File: src/sv/ufsr_pkg.sv
// shared widths, command and register codes, and the configuration bundle
package ufsr_pkg;

   // fixed field widths
   localparam int NODE_W = 10;
   localparam int CNT_W  = 11;
   localparam int ADDR_W = 3;
   localparam int DATA_W = 32;

   // command codes carried on req_cmd
   typedef enum logic {
      CMD_INIT  = 1'b0,
      CMD_UNION = 1'b1
   } cmd_type;

   // register index taken from the word address
   typedef enum logic {
      REG_CITY_COUNT    = 1'b0,
      REG_STATION_COUNT = 1'b1
   } reg_index_type;

   // configuration handed from the register block to the sequencer
   typedef struct packed {
      logic [NODE_W-1:0] city_count;
      logic [NODE_W-1:0] station_count;
   } cfg_type;

endpackage

File: src/sv/ufsr_csr.sv
// configuration registers behind the apb-style port
module ufsr_csr (
   input  logic                         clock,
   input  logic                         reset,
   input  logic                         psel,
   input  logic                         penable,
   input  logic                         pwrite,
   input  logic [ufsr_pkg::ADDR_W-1:0]  paddr,
   input  logic [ufsr_pkg::DATA_W-1:0]  pwdata,
   output logic [ufsr_pkg::DATA_W-1:0]  prdata,
   output logic                         pready,
   output ufsr_pkg::cfg_type            cfg
);
   import ufsr_pkg::*;

   cfg_type       cfg_ff;
   cfg_type       cfg_in;
   reg_index_type reg_sel;
   logic          wr_hit;

   assign pready  = 1'b1;
   assign reg_sel = reg_index_type'(paddr[2]);
   assign wr_hit  = psel & penable & pwrite & pready;

   // register write decode
   always_comb begin
      cfg_in = cfg_ff;
      if (wr_hit) begin
         case (reg_sel)
            REG_CITY_COUNT:    cfg_in.city_count    = pwdata[NODE_W-1:0];
            REG_STATION_COUNT: cfg_in.station_count = pwdata[NODE_W-1:0];
            default:           cfg_in = cfg_ff;
         endcase
      end
   end

   always_ff @(posedge clock) begin
      if (reset) begin
         cfg_ff <= '0;
      end else begin
         cfg_ff <= cfg_in;
      end
   end

   // read-back mux
   always_comb begin
      case (reg_sel)
         REG_CITY_COUNT:    prdata = DATA_W'(cfg_ff.city_count);
         REG_STATION_COUNT: prdata = DATA_W'(cfg_ff.station_count);
         default:           prdata = '0;
      endcase
   end

   assign cfg = cfg_ff;

endmodule

File: config.mk
export PLATFORM = sky130hd
export DESIGN_NAME = ufsr_csr
export DESIGN_NICKNAME = d
export VERILOG_FILES = /design/src/sv/ufsr_pkg.sv /design/src/sv/ufsr_csr.sv
export SDC_FILE = /design/constraint.sdc
export NUM_CORES = 1
export LEC_CHECK = 0
export BUFFER_PORTS_ARGS = -buffer_cell sky130_fd_sc_hd__buf_4
export CAP_MARGIN = 20
export CORE_ASPECT_RATIO = 0.9
export CORE_MARGIN = 5
export CORE_UTILIZATION = 39
export CTS_BUF_LIST = sky130_fd_sc_hd__clkbuf_16
export DETAILED_ROUTE_END_ITERATION = 12
export PLACE_DENSITY = 0.78
export SYNTH_ARGS = -nofsm -noshare
export SYNTH_HDL_FRONTEND = slang
export SYNTH_SLANG_ARGS = --single-unit
File: constraint.sdc
create_clock -name clock -period 0.9 [get_ports clock]
set_input_delay 0.045 -clock clock [delete_from_list [all_inputs] [get_ports clock]]
set_output_delay 0.045 -clock clock [all_outputs]
set_load 0.02 [all_outputs]
==> reports/metrics.csv <==
metric,value,unit
Final Hold Violating Endpoints,0,
GP Congestion,0.7779,
vias in the first global route,1021,
hold buffers post-CTS,0,
initial antenna violation count,0,
maximum VDD drop,0.8247,mV
R2R Setup Slk,170,ps
worst r2r path cells,3,
via count,978,
reg2reg start,cfg[16],
largest net degree at the start of global routing,31,
Largest register FFs,20,
Die Outline Area,0.004163,mm2
crit path launch,cfg[16],
clock tree sinks,20,
pins over their slew limit,0,
total power,0.002572,W
CTS tree,built,
Yosys warning count,0,
reg2reg end,cfg[16],
cell count after synthesis,115,
worst-path cell chain,"mux2_4, buf_6",
CTS Buffer Depth,2,
root buf cell,clkbuf_16,
Wirelength per Cell,14.15,um
detailed placement HPWL,1987,um
Synth Cell Area,0.001159,mm2
Sw Pwr,0.0005852,W
sw frac,22.76,%
clock power share,47.6,%
Ports,93,
Worst path top cell family by delay,flip-flops,
layout cell share with drive strength beyond 1,57.54,%
met1 Usage GRT,16.50,%
die span in x,67.46,um
top-area cell type share of the netlist area,34.56,%
"CTS clk-pin slew, worst paths",60,ps
CTS Buf Count,3,
max_cap viols,0,
Congestion Overflow GR,0,
Power Dens Cells,1367,mW/mm2
DRT Pass-1 Iters,4,
H-tree depth,1,
global-route wire length before repair,4740,um
setup violators final,10,
Routed WL,3099,um
area grow syn2layout,62.31,%
setup_tns,-1168,ps
"Clk Latency, worst-skew pair",250,ps
"Seq/Total Area, Yosys",34.56,%
Static Leak,0.9427,nW
max incr delay on CP,330,ps
dpl cells,196,
fillers,225,
min cycle time layout,1031,ps
Pint,0.001986,W
GRT busiest layer,met2,
CP bufs+invs,1,
met2 Usage GRT,29.41,%
Reg power frac,35.8,%
nature of the critical path startpoint,register,
status,finished with violations,
crit path DAT,990,ps
"FF+latch count, synth",20,
failing checks,negative setup slack,
starting density of the core,41.49,%
data required time of the critical path,850,ps
Layout Skew,0,ps
Crit Path Max Fanout,2,
DRC,0,
hold_sp,pwdata[4],
Die H,61.71,um
Rows,18,
Setup crit end kind,primary output,
Nets,220,
Hold Path End,cfg[14],
slowest CP cell,dfxtp_2,
synthesized area per cell,10.07,um2
Hold/Removal Path Class,in2reg,
RSZ-0062 raised after global routing,true,
Yosys top cell by area,dfxtp_1,
fmax,0.9697,GHz
Core Box Area,0.002793,mm2
Worst Hold Depth,3,
synth top area cells,"dfxtp_1, mux2i_1, buf_4, nand2b_1, mux2_2",
buffers added on ports,45,
Finished Layout Cells,219,
drt via density,4.466,
DR iter-0 viols,39,
Final ANT Viol Nets,0,
DP Worst Slack,19.06,ps
type of the worst setup path,reg2out,
final worst slack,-131.3,ps
combinational power share,16.6,%
global-route usage over all layers,15.01,%
Tcrit/Tclk final,114.6,%
post-synth cell types,12,
Antenna Cells,0,
met3 usage,5.576,%
fin util,67.34,%
[final cells by class]
cell class	count	area [um2]	area share, %
well taps	40	50.05	2.661
clock inverters	1	30.03	1.597
repair buffers	68	639.4	34.00
multi-input cells	87	660.6	35.13
flip-flops and latches	20	425.4	22.62
clock buffers	3	75.07	3.992
[metrics by stage]
stage / instance area, um2 / hold slack, ps
finish: 1881 / 76.59
global route: 1881 / 98.07
CTS: 1798 / 81.44
detailed placement: 1458 / 343.1
global placement: 1458 / 327.6
floorplan: 1237 / 221.4
[routing by layer]
metal / share of wire [%] / up-vias
met5: 0 / -
met4: 0.26 / 0
met2: 52 / 51
met3: 8.9 / 2
met1: 39 / 466
li1: - / 459
[logic make-up after synthesis]
logic type	Yosys count	share of synthesized area, %
and+or+nand+nor	34	19.65
muxes	30	27.00
buffers and inverters	29	18.14
DFF	20	34.56
other	2	0.6482
[what timing repair did]
action / in CTS / in global routing
buffers inserted: 19 / 0
gates resized for setup: 38 / 22
endpoints found under the setup margin: 10 / 28
endpoints found under the hold margin: 0 / 0
[tightest hold or removal path: stages]
cell	delay, ps
buf_4	80
nand2b_1	60
mux2i_1	110
[cell usage in the layout (no fill, tap or decap)]
| master | count |
|---|---|
| buf_4 | 36 |
| buf_6 | 31 |
| nand2b_1 | 30 |
| conb_1 | 23 |
| mux2i_1 | 20 |
| dfxtp_2 | 20 |
| mux2_4 | 9 |
| clkbuf_16 | 3 |
| and4b_1 | 1 |
| and4_1 | 1 |
| nand4_1 | 1 |
| nand4b_2 | 1 |
| mux2_2 | 1 |
| bufinv_16 | 1 |
| buf_12 | 1 |
[synth_stat cells]
master / count
mux2i_1: 20
buf_6: 1
nand4_1: 1
and4b_1: 1
conb_1: 2
clkbuf_1: 3
nand4b_2: 1
nand2b_1: 30
buf_4: 25
and4_1: 1
dfxtp_1: 20
mux2_2: 10
[worst max-delay path by stage]
stage / to / slack (ps) / depth (start not counted)
after detailed placement: cfg[12] / 20 / 3
after floorplan: prdata[0] / 160 / 1
final: prdata[6] / -130 / 2
after global placement: cfg[12] / 40 / 3
after CTS: prdata[3] / -120 / 2
after global routing: prdata[8] / -160 / 2
[power groups by stage]
stage / logic [W] / registers (W) / clock network, W
finish: 0.000428 / 0.000921 / 0.00122
CTS: 0.000406 / 0.000919 / 0.00122
detailed placement: 0.000356 / 0.000940 / 0
global placement: 0.000350 / 0.000938 / 0
floorplan: 0.000282 / 0.000961 / 0
global route: 0.000458 / 0.000923 / 0.00128
(Power assumes the default switching activity.)
