$ cat src/sv/ufsr_pkg.sv
// shared widths, command and register codes, and the configuration bundle
package ufsr_pkg;

   // fixed field widths
   localparam int NODE_W = 10;
   localparam int CNT_W  = 11;
   localparam int ADDR_W = 3;
   localparam int DATA_W = 32;

   // command codes carried on req_cmd
   typedef enum logic {
      CMD_INIT  = 1'b0,
      CMD_UNION = 1'b1
   } cmd_type;

   // register index taken from the word address
   typedef enum logic {
      REG_CITY_COUNT    = 1'b0,
      REG_STATION_COUNT = 1'b1
   } reg_index_type;

   // configuration handed from the register block to the sequencer
   typedef struct packed {
      logic [NODE_W-1:0] city_count;
      logic [NODE_W-1:0] station_count;
   } cfg_type;

endpackage

$ cat src/sv/ufsr_seq.sv
// sequencer: table sweep, root walks with path compression and linking
module ufsr_seq #(
   parameter  int NODE_SLOTS = 1024,
   localparam int IDX_W      = $clog2(NODE_SLOTS),
   localparam int ENT_W      = IDX_W + ufsr_pkg::CNT_W + 1
) (
   input  logic                        clock,
   input  logic                        reset,
   input  logic                        start,
   output logic                        busy,
   input  logic                        req_cmd,
   input  logic [ufsr_pkg::NODE_W-1:0] req_node_a,
   input  logic [ufsr_pkg::NODE_W-1:0] req_node_b,
   output logic                        rsp_valid,
   output logic [ufsr_pkg::NODE_W-1:0] rsp_safe_total,
   output logic                        rsp_joined,
   input  ufsr_pkg::cfg_type           cfg,
   output logic                        rd_en,
   output logic [IDX_W-1:0]            rd_addr,
   input  logic [ENT_W-1:0]            rd_data,
   output logic                        wr_en,
   output logic [IDX_W-1:0]            wr_addr,
   output logic [ENT_W-1:0]            wr_data
);
   import ufsr_pkg::*;

   localparam int CMP_W = (IDX_W > CNT_W) ? IDX_W : CNT_W;
   localparam logic [IDX_W-1:0] LAST_IDX = IDX_W'(NODE_SLOTS - 1);

   typedef enum logic [2:0] {
      ST_SWEEP,
      ST_IDLE,
      ST_WALK_A,
      ST_COMP_A,
      ST_WALK_B,
      ST_COMP_B,
      ST_LINK_A
   } state_type;

   state_type          state_ff, state_in;
   logic [IDX_W-1:0]   sweep_ff, sweep_in;
   logic [NODE_W-1:0]  sw_city_ff, sw_city_in;
   logic [CNT_W-1:0]   sw_last_ff, sw_last_in;
   logic               sw_reply_ff, sw_reply_in;
   logic [CNT_W-1:0]   total_ff, total_in;
   logic               rsp_valid_ff, rsp_valid_in;
   logic               rsp_joined_ff, rsp_joined_in;

   logic [IDX_W-1:0]   cur_ff, cur_in;
   logic [IDX_W-1:0]   node_a_ff, node_a_in;
   logic [IDX_W-1:0]   node_b_ff, node_b_in;
   logic [IDX_W-1:0]   root_a_ff, root_a_in;
   logic [IDX_W-1:0]   root_b_ff, root_b_in;
   logic [CNT_W-1:0]   cnt_a_ff, cnt_a_in;
   logic [CNT_W-1:0]   cnt_b_ff, cnt_b_in;
   logic               flg_a_ff, flg_a_in;
   logic               flg_b_ff, flg_b_in;

   logic [IDX_W-1:0]   rd_par;
   logic [CNT_W-1:0]   rd_cnt;
   logic               rd_flg;
   logic               a_ok, b_ok;
   logic               is_city, is_station;
   logic [ENT_W-1:0]   sweep_entry;

   // fields of the entry just read
   assign rd_par = rd_data[ENT_W-1 -: IDX_W];
   assign rd_cnt = rd_data[CNT_W:1];
   assign rd_flg = rd_data[0];

   // endpoints beyond the table make the union a no-op
   assign a_ok = (32'(req_node_a) < NODE_SLOTS);
   assign b_ok = (32'(req_node_b) < NODE_SLOTS);

   // entry written by the sweep: cities carry a count, stations a flag
   assign is_city    = (sweep_ff != '0) && (CMP_W'(sweep_ff) <= CMP_W'(sw_city_ff));
   assign is_station = (sweep_ff != '0) && !is_city
                       && (CMP_W'(sweep_ff) <= CMP_W'(sw_last_ff));
   assign sweep_entry = {sweep_ff, CNT_W'(is_city), is_station};

   // next state and memory access
   always_comb begin
      state_in      = state_ff;
      sweep_in      = sweep_ff;
      sw_city_in    = sw_city_ff;
      sw_last_in    = sw_last_ff;
      sw_reply_in   = sw_reply_ff;
      total_in      = total_ff;
      rsp_valid_in  = 1'b0;
      rsp_joined_in = 1'b0;
      cur_in        = cur_ff;
      node_a_in     = node_a_ff;
      node_b_in     = node_b_ff;
      root_a_in     = root_a_ff;
      root_b_in     = root_b_ff;
      cnt_a_in      = cnt_a_ff;
      cnt_b_in      = cnt_b_ff;
      flg_a_in      = flg_a_ff;
      flg_b_in      = flg_b_ff;
      rd_en         = 1'b0;
      rd_addr       = cur_ff;
      wr_en         = 1'b0;
      wr_addr       = cur_ff;
      wr_data       = sweep_entry;

      case (state_ff)
         // one entry a cycle over the whole table
         ST_SWEEP: begin
            wr_en    = 1'b1;
            wr_addr  = sweep_ff;
            wr_data  = sweep_entry;
            sweep_in = sweep_ff + 1'b1;
            if (sweep_ff == LAST_IDX) begin
               state_in     = ST_IDLE;
               rsp_valid_in = sw_reply_ff;
            end
         end

         ST_IDLE: begin
            if (start) begin
               if (req_cmd == CMD_INIT) begin
                  state_in    = ST_SWEEP;
                  sweep_in    = '0;
                  sw_city_in  = cfg.city_count;
                  sw_last_in  = CNT_W'(cfg.city_count) + CNT_W'(cfg.station_count);
                  sw_reply_in = 1'b1;
                  total_in    = '0;
               end else if (a_ok && b_ok) begin
                  node_a_in = IDX_W'(req_node_a);
                  node_b_in = IDX_W'(req_node_b);
                  cur_in    = IDX_W'(req_node_a);
                  rd_en     = 1'b1;
                  rd_addr   = IDX_W'(req_node_a);
                  state_in  = ST_WALK_A;
               end else begin
                  rsp_valid_in = 1'b1;
               end
            end
         end

         // follow parents of node a up to its root
         ST_WALK_A: begin
            rd_en = 1'b1;
            if (rd_par == cur_ff) begin
               root_a_in = cur_ff;
               cnt_a_in  = rd_cnt;
               flg_a_in  = rd_flg;
               cur_in    = node_a_ff;
               rd_addr   = node_a_ff;
               state_in  = ST_COMP_A;
            end else begin
               cur_in  = rd_par;
               rd_addr = rd_par;
            end
         end

         // second pass over the path of a, pointing each node at the root
         ST_COMP_A: begin
            rd_en = 1'b1;
            if (cur_ff == root_a_ff) begin
               cur_in   = node_b_ff;
               rd_addr  = node_b_ff;
               state_in = ST_WALK_B;
            end else begin
               wr_en   = 1'b1;
               wr_addr = cur_ff;
               wr_data = {root_a_ff, rd_cnt, rd_flg};
               cur_in  = rd_par;
               rd_addr = rd_par;
            end
         end

         ST_WALK_B: begin
            rd_en = 1'b1;
            if (rd_par == cur_ff) begin
               root_b_in = cur_ff;
               cnt_b_in  = rd_cnt;
               flg_b_in  = rd_flg;
               cur_in    = node_b_ff;
               rd_addr   = node_b_ff;
               state_in  = ST_COMP_B;
            end else begin
               cur_in  = rd_par;
               rd_addr = rd_par;
            end
         end

         // compress path of b; at its end hang root b under root a if the roots differ
         ST_COMP_B: begin
            if (cur_ff == root_b_ff) begin
               if (root_a_ff == root_b_ff) begin
                  rsp_valid_in = 1'b1;
                  state_in     = ST_IDLE;
               end else begin
                  wr_en   = 1'b1;
                  wr_addr = root_b_ff;
                  wr_data = {root_a_ff, cnt_b_ff, flg_b_ff};
                  if (flg_a_ff && !flg_b_ff) begin
                     total_in = total_ff + cnt_b_ff;
                  end else if (!flg_a_ff && flg_b_ff) begin
                     total_in = total_ff + cnt_a_ff;
                  end
                  state_in = ST_LINK_A;
               end
            end else begin
               rd_en   = 1'b1;
               wr_en   = 1'b1;
               wr_addr = cur_ff;
               wr_data = {root_b_ff, rd_cnt, rd_flg};
               cur_in  = rd_par;
               rd_addr = rd_par;
            end
         end

         // merged count and flag onto the surviving root
         ST_LINK_A: begin
            wr_en         = 1'b1;
            wr_addr       = root_a_ff;
            wr_data       = {root_a_ff, cnt_a_ff + cnt_b_ff, flg_a_ff | flg_b_ff};
            rsp_valid_in  = 1'b1;
            rsp_joined_in = 1'b1;
            state_in      = ST_IDLE;
         end

         default: begin
            state_in = ST_IDLE;
         end
      endcase
   end

   // control state and registered outputs; reset starts the clearing pass
   always_ff @(posedge clock) begin
      if (reset) begin
         state_ff      <= ST_SWEEP;
         sweep_ff      <= '0;
         sw_city_ff    <= '0;
         sw_last_ff    <= '0;
         sw_reply_ff   <= 1'b0;
         total_ff      <= '0;
         rsp_valid_ff  <= 1'b0;
         rsp_joined_ff <= 1'b0;
      end else begin
         state_ff      <= state_in;
         sweep_ff      <= sweep_in;
         sw_city_ff    <= sw_city_in;
         sw_last_ff    <= sw_last_in;
         sw_reply_ff   <= sw_reply_in;
         total_ff      <= total_in;
         rsp_valid_ff  <= rsp_valid_in;
         rsp_joined_ff <= rsp_joined_in;
      end
   end

   // walk registers
   always_ff @(posedge clock) begin
      cur_ff    <= cur_in;
      node_a_ff <= node_a_in;
      node_b_ff <= node_b_in;
      root_a_ff <= root_a_in;
      root_b_ff <= root_b_in;
      cnt_a_ff  <= cnt_a_in;
      cnt_b_ff  <= cnt_b_in;
      flg_a_ff  <= flg_a_in;
      flg_b_ff  <= flg_b_in;
   end

   assign busy           = (state_ff != ST_IDLE);
   assign rsp_valid      = rsp_valid_ff;
   assign rsp_joined     = rsp_joined_ff;
   assign rsp_safe_total = total_ff[NODE_W-1:0];

   // a result only ever appears once the sequencer is back at rest
   a_rsp_when_idle: assert property (@(posedge clock) disable iff (reset)
      rsp_valid_ff |-> (state_ff == ST_IDLE))
      else $error("result strobe while busy");

   // linking only happens between two distinct roots
   a_link_distinct: assert property (@(posedge clock) disable iff (reset)
      (state_ff == ST_LINK_A) |-> (root_a_ff != root_b_ff))
      else $error("link of a root to itself");

   // compression never rewrites the root of the path
   a_comp_not_root: assert property (@(posedge clock) disable iff (reset)
      (state_ff == ST_COMP_A && wr_en) |-> (wr_addr != root_a_ff))
      else $error("compression wrote the root entry");

   // no same-entry read and write in one cycle
   a_no_rw_clash: assert property (@(posedge clock) disable iff (reset)
      (rd_en && wr_en) |-> (rd_addr != wr_addr))
      else $error("read and write of one entry in a cycle");

   // total moves only while an item is being worked on
   a_total_steady: assert property (@(posedge clock) disable iff (reset)
      (state_ff == ST_IDLE && !start) |=> $stable(total_ff))
      else $error("total changed while idle");

endmodule

$ cat config.mk
export PLATFORM = sky130hd
export DESIGN_NAME = ufsr_seq
export DESIGN_NICKNAME = d
export VERILOG_FILES = /design/src/sv/ufsr_pkg.sv /design/src/sv/ufsr_seq.sv
export SDC_FILE = /design/constraint.sdc
export NUM_CORES = 1
export LEC_CHECK = 0
export BUFFER_PORTS_ARGS = -buffer_cell sky130_fd_sc_hd__buf_2
export CORE_MARGIN = 2
export CORE_UTILIZATION = 50
export CTS_CLUSTER_DIAMETER = 150
export DETAILED_ROUTE_END_ITERATION = 12
export PLACE_DENSITY_LB_ADDON = 0.2
export SKIP_CTS_REPAIR_TIMING = 1
export SLEW_MARGIN = 10
export SYNTH_ARGS = -nofsm -noshare
export SYNTH_HDL_FRONTEND = slang
export SYNTH_SLANG_ARGS = --single-unit
$ cat constraint.sdc
create_clock -name clock -period 4.58 [get_ports clock]
set_input_delay 0.458 -clock clock [delete_from_list [all_inputs] [get_ports clock]]
set_output_delay 0.458 -clock clock [all_outputs]
set_load 0.1 [all_outputs]
==> results.md, run 1 <==
- Final TNS setup: 0 ps
- Registers with the most flip-flops: cnt_a_ff x11, cnt_b_ff x11, sw_last_ff x11
- Hold path depth: 1
- YS warnings: 0
- Iteration-0 DRC count of the detailed router: 645
- Top post-synthesis cells by area: edfxtp_1, dfxtp_1, ha_1, nand2_1, xnor2_1
- Unrepaired setup endpoints after global routing: false
- Post-Route WL: 20,100 µm
- First-pass GRT wire length: 31,500 µm
- Cells after synthesis: ~800
- DP Wirelength: 15,000 µm
- Cells after DPL: 1,091
- Endpoint of the worst register-to-register path: total_ff[9]
- Comb pwr share: 0.463
- R2R setup slack: 1130 ps
- P_sw: around 2.5 mW
- Critical Path Source Type: register
- Yosys reg bits: 121
- Min-delay src: req_node_b[1]
- Largest net degree at the start of global routing: 44
- Rel. slew slack: 0.424
- Met1 Wirelength: 8980 µm
- DR WL/cell: 17.9 µm
- Mean Syn Cell Area: 9.45 µm²
- Final instance area: 9060 µm²
- Most common cell after layout, fill and taps aside: buf_2
- Share of the synthesized area in the top cell type: 0.251
- Ports: 123
- Hold/Removal Path Class: primary input to register
- Pwr Total: 5.27 mW
- Root cell of the clock tree: clkbuf_16
- Die Span Y: 128 µm
- Layout area overhead: 18.4%
- Crit path kind: register to output pin
- Vias in the first global route: ~6,000
- Worst EP required: ~4100 ps
- Ys async rst share: 0
- Cell row count: 45
- Non-filler cells, final: 1,124
- Core Region: 15,100 µm²
- Sequential share of power: 0.272
- Placed instance area: 8440 µm²
- Register area: 3060 µm²
- Mapped Area: between 7000 and 8000 µm²
- Critical path arrival: approximately 3700 ps
- Fill count: ~1,300
- Die area: 16,300 µm²
- Congestion Overflow GR: 0
- Part of the cycle the worst path needs: 0.901
- Vias per cell: 5.83
- Top_reg_cell synth: edfxtp_1
- Die width: roughly 130 µm
- Final hold viol count: 0
- Via Count: roughly 6,600
- Fin nets: 1,044
- CP endpoint kind: output pin
- Syn nets: 932
- Max_cap viols: 0
- Fmax: 0.242 GHz
- Clk_skew: ~5.8 ps
- Sequential fraction of the synthesis area: 0.400
- Port bufs: approximately 120
- Met2 routed WL: approximately 9500 µm
- Synth cell types: 74
- Routability cong.: roughly 0.95
- Status: completed
- # clock sinks: 121
- CTS max path bufs: 2
- H-tree depth: 4
- Met3 wire length: 1330 µm
- Final setup vio count: 0
- Worst VDD drop: 1.05 mV
- CTS Buf Count: 17
- Hold Path End: node_b_ff[1]
- Leak: 3.67 nW
- Drt first pass iters: 6
- Antenna viol nets, final: 0
- Largest area contributor in the netlist: edfxtp_1
- Clock transition at the registers of the reported paths: 60 ps
- TritonCTS clock tree: built
- Initial core utilization: 0.507
- Top layer in use: met4
- GRT Total Usage: 0.248
- Internal: 2.73 mW
- Most frequent cells in the layout: buf_2, nand2_1, edfxtp_1
- RR Startpoint: flg_b_ff
- EDFF count, synth: 64
- Power Dens Cells: 582 nW/µm²
- Final Max Tran Viols: 0
- Reg2Reg Depth: 11
- Multi-input gate area: between 4000 and 5000 µm²
- Initial antenna violation count: 2
- Crit path max fanout: 14
- DRC: 0
- Worst-Margin Slew: roughly 860 ps
- Worst skew pair latency: 420 ps
- Clk network pwr share: 0.265
- Final Critical Period: slightly above 4000 ps
- Sw Share: 0.482
- Layout cells sized above 1: 0.225
## power by group through the flow
stage | clock network, mW | logic [mW] | registers (mW)
finish | 1.40 | 2.44 | 1.44
global route | 1.46 | 2.57 | 1.45
CTS | 1.42 | 2.45 | 1.43
detailed placement | 0 | 2.44 | 1.46
global placement | 0 | 2.43 | 1.45
floorplan | 0 | 2.11 | 1.33
## stage by stage
stage / worst slack, ps / hold WS [ps] / utilization
2_1_floorplan: 211 / 420 / -
3_3_place_gp: 1030 / 441 / 0.559
3_5_place_dp: 927 / 448 / 0.559
4_1_cts: 466 / 198 / 0.600
5_1_grt: 184 / 196 / 0.600
6_report: 455 / 210 / 0.600
## cell type report
| type | instances | share of cell area |
|---|---|---|
| diodes | 1 | 0.000276 |
| clock buffers | 19 | 0.0489 |
| clock inverters | 13 | 0.0196 |
| inverters | 45 | 0.0186 |
| multi-input cells | 600 | 0.469 |
| flip-flops and latches | 121 | 0.338 |
| well taps | 188 | 0.0260 |
| repair buffers | 137 | 0.0798 |
## layer usage
metal | GRT usage | vias to the layer above
li1 | - | 3212
met1 | 0.334 | 3067
met2 | 0.399 | 250
met3 | 0.0580 | 28
met4 | 0.0737 | 0
met5 | 0 | -
## synth_stat cells (all sizes together), types with 11 or more instances
cell type	instances
xnor2	40
clkbuf	28
edfxtp	64
nand3	13
xor2	25
o21ai	33
nor2	61
a221o	14
ha	53
a22oi	18
nand2	101
or3	12
inv	45
nor2b	11
buf	16
a221oi	11
nor3	21
a21oi	51
dfxtp	57
## kinds of logic (layout without fill, tap and decap cells)
| kind of cell | after synthesis | after routing | synth area share |
|---|---|---|---|
| AO/OA/AOI/OAI | 206 | 206 | 0.197 |
| XOR/XNOR | 65 | 65 | 0.0783 |
| adder cells (fa/ha/maj) | 56 | 56 | 0.0945 |
| buffers and inverters | 89 | 214 | 0.0481 |
| flip-flops | 121 | 121 | 0.400 |
| multiplexers | 13 | 13 | 0.0185 |
| other | 0 | 1 | 0 |
| AND/OR/NAND/NOR | 260 | 260 | 0.163 |
## worst max path at each step
stage                           start     endpoint  cells past startpoint
final                     state_ff[0]  wr_data[12]                      9
after detailed placement  state_ff[0]   wr_data[1]                      8
after CTS                 state_ff[0]   wr_data[1]                      8
after global routing      state_ff[0]   wr_data[1]                      8
after floorplan             cur_ff[5]   wr_data[1]                      8
after global placement    state_ff[0]   wr_data[1]                      8
## worst max-delay path: stages, from the launching register on
cell	delay [ps]
dfxtp_1	660
nor2b_2	290
nand2_1	280
or4_1	710
nor2_2	200
buf_4	210
or2_2	240
a22oi_1	90
nand2_1	130
buf_2	430
Note: power is estimated with default switching activity, not from simulation.
==> run 2: changes to the inputs <==
- CTS_CLUSTER_DIAMETER: 150 -> 80
- GPL_TIMING_DRIVEN: unset -> 0
==> results.md, run 2 (synthesis results as in run 1) <==
- Largest net degree at the start of global routing: 32 (was 44)
- Clock transition at the registers of the reported paths: 50 ps (was 60 ps)
- Hold/Removal Path Class: primary input to register (unchanged)
- Layout area overhead: 19.2% (was 18.4%)
- Number of cells on the critical path: 9 (unchanged)
- Reg2Reg Depth: 12 (was 11)
- Cell row count: 45 (unchanged)
- Worst path cell trace: clkbuf_1 > xnor2_1 > nand4_1 > nor4_1 > buf_2 > a221o_1 > a221oi_1 > o2bb2ai_1 > buf_2 (was nor2b_2 > nand2_1 > or4_1 > nor2_2 > buf_4 > or2_2 > a22oi_1 > nand2_1 > buf_2)
- Worst skew pair latency: 420 ps (about the same)
- Power Dens Cells: 579 nW/µm² (was 582 nW/µm²)
- Worst hold margin: 205 ps (was 210 ps)
- RR Startpoint: flg_b_ff (unchanged)
- Antenna viol nets, final: 0 (unchanged)
- Most common cell after layout, fill and taps aside: buf_2 (unchanged)
- Clk network pwr share: 0.258 (was 0.265)
- Pre-CTS WS: 914 ps (was 927 ps)
- Root cell of the clock tree: clkbuf_16 (unchanged)
- GRT Max-Usage Layer: met2 (unchanged)
- Iteration-0 DRC count of the detailed router: 619 (was 645)
- Port bufs: 122 (unchanged)
- Via Count: 6,736 (was 6,557)
- Initial core utilization: 0.507 (unchanged)
- Vias in the first global route: 6,376 (was 6,069)
- Met3 Track Usage GR: 0.0467 (was 0.0580)
- Critical path arrival: 3690 ps (was 3670 ps)
- CP endpoint kind: output pin (unchanged)
- Met1 Use GR: 0.341 (was 0.334)
- Fin nets: 1,075 (was 1,044)
- H-tree depth: 4 (unchanged)
- Final hold viol count: 0 (unchanged)
- CP most frequent cell: buf_2 (was nand2_1)
- Congestion Overflow GR: 0 (unchanged)
- Worst-Margin Slew: 1300 ps (was 859 ps)
- GRT Total Usage: 0.257 (was 0.248)
- Core Region: 15,100 µm² (unchanged)
- Part of the cycle the worst path needs: 0.906 (was 0.901)
- CTS Buf Count: 17 (unchanged)
- Worst EP required: 4120 ps (about the same)
- Worst VDD drop: 0.855 mV (was 1.05 mV)
- Clk_skew: 17.7 ps (was 5.78 ps)
- Final Max Tran Viols: 0 (unchanged)
- Worst Slack Setup Final: 429 ps (was 455 ps)
- Internal: 2.73 mW (about the same)
- DR WL/cell: 17.8 µm (was 17.9 µm)
- Die area: 16,300 µm² (unchanged)
- Layout cells sized above 1: 0.214 (was 0.225)
- Bufs and invs on worst path: 3 (was 2)
- Status: completed (unchanged)
- Crit path kind: register to output pin (unchanged)
- Vias per cell: 5.83 (about the same)
- Worst setup startpoint: cur_ff[7] (was state_ff[0])
- Final Critical Period: 4150 ps (was 4130 ps)
- Fmax: 0.241 GHz (was 0.242 GHz)
- Routability cong.: 0.906 (was 0.949)
- Unrepaired setup endpoints after global routing: false (unchanged)
- Register area: 3060 µm² (unchanged)
- Crit path max fanout: 31 (was 14)
- GR Layer Usage met2: 0.425 (was 0.399)
- CP max stage cell: buf_2 (was or4_1)
- Final setup vio count: 0 (unchanged)
- Multi-input gate area: 4230 µm² (was 4250 µm²)
- Registers with the most flip-flops: cnt_a_ff x11, cnt_b_ff x11, sw_last_ff x11 (unchanged)
- Die Span Y: 128 µm (unchanged)
- DP Wirelength: 15,600 µm (was 15,000 µm)
- Most frequent cells in the layout: buf_2, nand2_1, edfxtp_1 (unchanged)
- Critical path endpoint: rd_addr[5] (was wr_data[12])
- Sequential share of power: 0.252 (was 0.272)
- R2R setup slack: 910 ps (was 1130 ps)
- Max_cap viols: 0 (unchanged)
- # clock sinks: 121 (unchanged)
- Endpoint of the worst register-to-register path: total_ff[9] (unchanged)
- Comb pwr share: 0.490 (was 0.463)
- Critical Path Source Type: register (unchanged)
- Crit path max-delay family: buffers and inverters (was simple AND/OR/NAND/NOR gates)
- Initial antenna violation count: 1 (was 2)
- P_sw: 2.55 mW (was 2.54 mW)
- Sw Share: 0.483 (was 0.482)
- Final TNS setup: 0 ps (unchanged)
- Fill count: 1,317 (was 1,333)
- Drt first pass iters: 6 (unchanged)
- Ports: 123 (unchanged)
- Die width: 128 µm (unchanged)
- Rel. slew slack: 0.129 (was 0.424)
- CTS max path bufs: 2 (unchanged)
- Worst path max stage delay: 690 ps (was 710 ps)
- DRC: 0 (unchanged)
- Leak: 3.71 nW (was 3.67 nW)
- First-pass GRT wire length: 32,500 µm (was 31,500 µm)
- Post-Route WL: 20,600 µm (was 20,100 µm)
- TritonCTS clock tree: built (unchanged)
[run 2: layout make-up]
class / instances / area share
Antenna cell: 1 / 0.000274
Multi-Input combinational cell: 600 / 0.463
Clock inverter: 8 / 0.0128
Timing Repair Buffer: 124 / 0.0686
Clock buffer: 24 / 0.0529
Tap cell: 188 / 0.0258
Sequential cell: 121 / 0.336
Buffer: 44 / 0.0219
Inverter: 45 / 0.0185
[run 2: power by group through the flow]
stage,Sequential [mW],Clock [mW],Combinational [mW]
finish,1.33,1.36,2.59
global route,1.34,1.43,2.72
CTS,1.33,1.37,2.59
detailed placement,1.35,0,2.58
global placement,1.34,0,2.57
floorplan,1.33,0,2.11
[run 2: worst min-delay path by stage]
stage / start / end / slack (ps) / depth (start not counted)
floorplan: cur_ff[1] / root_a_ff[1] / 420 / 0
global placement: cur_ff[1] / root_b_ff[1] / 430 / 0
detailed placement: cur_ff[3] / root_b_ff[3] / 430 / 0
CTS: req_node_b[6] / node_b_ff[6] / 210 / 1
global route: req_node_b[2] / node_b_ff[2] / 200 / 1
finish: req_node_b[6] / node_b_ff[6] / 210 / 1
[run 2: layer usage]
layer	wire [µm]	part of all wire
met2	9660	0.47
met5	0	0
met1	9310	0.45
met3	1190	0.058
met4	420	0.020
[run 2: through the flow]
stage	util	cell area [µm²]	total power, mW	std cells
after global placement	0.563	8500	3.91	1120
after CTS	0.604	9120	5.29	1154
after global routing	0.604	9120	5.49	1154
after detailed placement	0.565	8520	3.93	1122
final	0.605	9120	5.28	1155
after floorplan	-	7650	3.44	810
[run 2: worst register-to-register path, cell delays in order (launching register included)]
cell       delay (ps)
edfxtp_1          380
inv_1             120
ha_1              230
clkbuf_1          480
mux2_2            430
ha_1              330
o21a_1            250
a2111oi_4         430
o31ai_2           120
a21oi_2           160
xnor2_1           100
or4_1             400
a31oi_1           160
